[config.mk]
export PLATFORM = sky130hd
export DESIGN_NAME = chm_cell
export DESIGN_NICKNAME = d
export VERILOG_FILES = /design/src/chm_pkg.sv /design/src/chm_cell.sv
export SDC_FILE = /design/constraint.sdc
export NUM_CORES = 1
export LEC_CHECK = 0
export BUFFER_PORTS_ARGS = -buffer_cell sky130_fd_sc_hd__buf_4
export CAP_MARGIN = 10
export CORE_MARGIN = 5
export CORE_UTILIZATION = 25
export CTS_BUF_LIST = sky130_fd_sc_hd__clkbuf_8
export DETAILED_ROUTE_END_ITERATION = 16
export GPL_TIMING_DRIVEN = 0
export SYNTH_ARGS = -nofsm -noshare
export SYNTH_HDL_FRONTEND = slang
export SYNTH_SLANG_ARGS = --single-unit
[constraint.sdc]
create_clock -name clock -period 10.88 [get_ports clock]
set_input_delay 1.088 -clock clock [delete_from_list [all_inputs] [get_ports clock]]
set_output_delay 1.088 -clock clock [all_outputs]
set_load 0.01 [all_outputs]
[src/chm_pkg.sv]
package chm_pkg;

   localparam int MaxPoints = 64;
   localparam int CntW      = $clog2(MaxPoints + 1);
   localparam int IdxW      = $clog2(MaxPoints);
   localparam int StkDepth  = MaxPoints + 1;
   localparam int StkAw     = $clog2(StkDepth);
   localparam int StkW      = $clog2(StkDepth + 1);

   // x in the upper half, y in the lower half
   typedef logic [63:0] point_type;

   typedef struct packed {
      logic ins;
      logic shift;
   } chain_ctl_type;

   // order by x, then by y, both signed
   function automatic logic pt_less(input point_type a, input point_type b);
      logic lx, ex, ly;
      lx = $signed(a[63:32]) < $signed(b[63:32]);
      ex = a[63:32] == b[63:32];
      ly = $signed(a[31:0]) < $signed(b[31:0]);
      return lx || (ex && ly);
   endfunction

endpackage

[src/chm_cell.sv]
module chm_cell (
   input  logic                  clock,
   input  logic                  reset,
   input  chm_pkg::chain_ctl_type ctl,
   input  chm_pkg::point_type    new_pt,
   input  logic                  left_lt,
   input  chm_pkg::point_type    left_pt,
   input  logic                  left_valid,
   input  chm_pkg::point_type    right_pt,
   input  logic                  right_valid,
   output chm_pkg::point_type    pt,
   output logic                  valid,
   output logic                  lt
);
   import chm_pkg::*;

   point_type pt_ff, pt_in;
   logic      valid_ff, valid_in;

   // new point sorts before this cell (empty cells count as +infinity)
   assign lt    = !valid_ff || pt_less(new_pt, pt_ff);
   assign pt    = pt_ff;
   assign valid = valid_ff;

   always_comb begin
      pt_in    = pt_ff;
      valid_in = valid_ff;
      if (ctl.ins) begin
         if (left_lt) begin
            pt_in    = left_pt;
            valid_in = left_valid;
         end else if (lt) begin
            pt_in    = new_pt;
            valid_in = 1'b1;
         end
      end else if (ctl.shift) begin
         pt_in    = right_pt;
         valid_in = right_valid;
      end
   end

   always_ff @(posedge clock) begin
      if (reset) begin
         valid_ff <= 1'b0;
      end else begin
         valid_ff <= valid_in;
      end
   end

   always_ff @(posedge clock) begin
      pt_ff <= pt_in;
   end

endmodule

==> flow_summary.ini <==
[cts]
clock_tree.root_cell = clkbuf_8
cts_buffers = 9
cts.path.max_buffers = 2
numClockSinks = 65
cts.repair.resized = 0
cts_hold_buf = 0
cts.clk_slew.worst_paths_ps = 80
htreeDepth = 3
tritoncts = yes
clkLatencyLatePin_ps = 350
cts_setup_buffers = 0

[setup_path]
cp.arrival_ps = 3700
start_kind = input port
required_ps = 9790
criticalPathCategory = input port to output port
cp-end-kind = output port
crit_path_max_fanout = 3

[global_routing]
overflow = 0
grt_max_degree = 23
track_usage_pct = 14.3
grt_antenna_before_repair = 0
grt_pass1_wl_um = 25100
grt_pass1_vias = 4704

[power_and_ir_drop]
clockPowerShare_pct = 25.6
comb_power_share_pct = 33.2
max-vdd-ir-drop_v = 0.0000479
switching_power_uw = 232
p_leak_uw = 0.00377
seq_power_share_pct = 41.1
powerDensity_nw_per_um2 = 104
p_sw_share_pct = 29.9
p_int_uw = 544

[synthesis]
yosysTopAreaCellShare_pct = 39.1
ys.flop_type = edfxtp_1
synth.cell_area_um2 = 4910
yosysMostFrequentCell = a21oi_1
syn_avg_cell_area_um2 = 9.56
synth_warnings = 0
synth_edf_count = 64
synth_top_cells_by_count = a21oi_1, nor2_1, inv_1, mux2i_1, edfxtp_1
postSynthCellCount = 514
synth_seq_area_share_pct = 39.5
async_flop_share_pct = 0
synth-seq-cells = 65
synth_top_area_cell = edfxtp_1
yosysUniqueCellTypes = 38
synth_area_leaders = edfxtp_1, ha_1, mux2i_1
syn_nets = 776

[floorplanning]
dieArea_um2 = 22600
ioPinCount = 265
die_x_um = 150
die_y_um = 150
start_util_pct = 25.3
core_um2 = 19400
fp-row-count = 51

[drt]
drt-total-wl_um = 16800
ant_nets = 0
vias = 4616
viasPerCell = 4.35
wl_per_cell_um = 15.8
drt_iter0_drc = 90
drc = 0
first_pass_iters = 4

[layout]
area_growth_pct = 52.5
fillCellCount = 2063
nets = 1053
drive_gt1_share_pct = 35.4
multi_input_area_um2 = 2650
diodes = 0
utilization_pct = 38.6
design_area_um2 = 7490
regArea_um2 = 1940

[sta]
finalClockSkew_ps = 9.37
whs_ps = 662
slew_headroom_pct = 38.4
finalCritPeriodShare_pct = 44.0
setup_viol = 0
setup_tns_ps = 0
finalMaxSlewViolations = 0
clock.fmax_ghz = 0.209
hold_viol = 0
rsz0062_at_grt = no
period_minus_slack_ps = 4790
tightest_slew_ps = 924

[flow_run]
max-cap-violations = 0

[run_status]
outcome = complete, no violations

[place]
placed_cell_area_um2 = 7310
gp_congestion = 0.790
dp.final_hpwl_um = 14300
io_buffers = 263

[min_path]
min_path_type = flop to flop
[per-layer routing]
| layer | track usage, % | vias up | part of all wire (%) |
|---|---|---|---|
| li1 | - | 2385 | - |
| met1 | 16.2 | 2076 | 40 |
| met2 | 25.9 | 142 | 51 |
| met3 | 4.97 | 13 | 7.8 |
| met4 | 3.57 | 0 | 1.1 |
| met5 | 0 | - | 0 |
[layout make-up]
cell class	instances	share of cell area [%]
Inverter	67	3.36
Tap cell	265	4.43
Timing Repair Buffer	266	27.5
Multi-Input combinational cell	360	35.4
Clock inverter	7	0.718
Buffer	22	1.10
Sequential cell	65	25.9
Clock buffer	9	1.65
[stage by stage]
stage | cells | total power [uW] | worst slack [ps]
after floorplan | 514 | 446 | 5750
after global placement | 1042 | 581 | 4100
after detailed placement | 1045 | 587 | 5930
after CTS | 1061 | 793 | 5920
after global routing | 1061 | 832 | 5770
final | 1061 | 776 | 6090
[layout by cell type, fill, tap and decap left out, types with 2 or more instances in the layout]
cell type  synthesis  layout
o21ai_0            7       7
nor3_1             2       2
clkbuf_8           0       9
nor2_1            71      71
a21oi_1           83      83
nand3_1            2       2
buf_1              3       3
edfxtp_1          64      64
nor4_1             2       2
a211oi_1           2       2
o21a_1             2       2
nor2b_1            2       2
and4_1             2       2
nand4_1            9       9
buf_16             0       3
a221oi_1           3       3
o21ai_1            2       2
buf_4              0     263
clkinv_1           0       3
mux2i_1           65      65
ha_1              63      63
nor3b_1            2       2
nand2_1           17      17
inv_1             67      69
a221o_1            2       2
and2_0             2       2
clkbuf_1          19      19
a21o_1             7       7
[worst max-delay path: stages]
cell	delay, ps
buf_4	120
ha_1	320
nand4_1	170
nor4_1	450
nor3b_1	570
a211oi_1	170
nor3b_1	540
nand2_1	110
buf_4	180
[registers in the layout (all words and copies together), names as in the netlist]
name   flops
pt        64
valid      1
[logic make-up (layout without fill, tap and decap cells)]
logic type | count (synthesis) | count (layout) | share of synthesized area [%]
AO/OA/AOI/OAI | 115 | 115 | 13.6
flip-flops | 65 | 65 | 39.5
adder cells (fa/ha/maj) | 63 | 63 | 16.0
buffers and inverters | 89 | 371 | 6.80
AND/OR/NAND/NOR | 116 | 116 | 10.6
multiplexers | 66 | 66 | 13.5
[worst paths after layout]
kind | from | endpoint | slack, ps | cells past startpoint
setup reg to reg | pt[63]$_DFFE_PP_ | pt[62]$_DFFE_PP_ | 7100 | 10
hold / removal | valid$_SDFFE_PP0P_ | valid$_SDFFE_PP0P_ | 660 | 2
setup / recovery | new_pt[63] | lt | 6090 | 9
hold reg to reg | valid$_SDFFE_PP0P_ | valid$_SDFFE_PP0P_ | 660 | 2
[power by group through the flow]
stage	Combinational (uW)	Sequential, uW	Clock [uW]
CTS	263	320	210
global route	288	323	221
detailed placement	262	325	0
finish	258	319	199
global placement	254	327	0
floorplan	109	338	0
No activity file was read; power rests on OpenSTA's default activity.
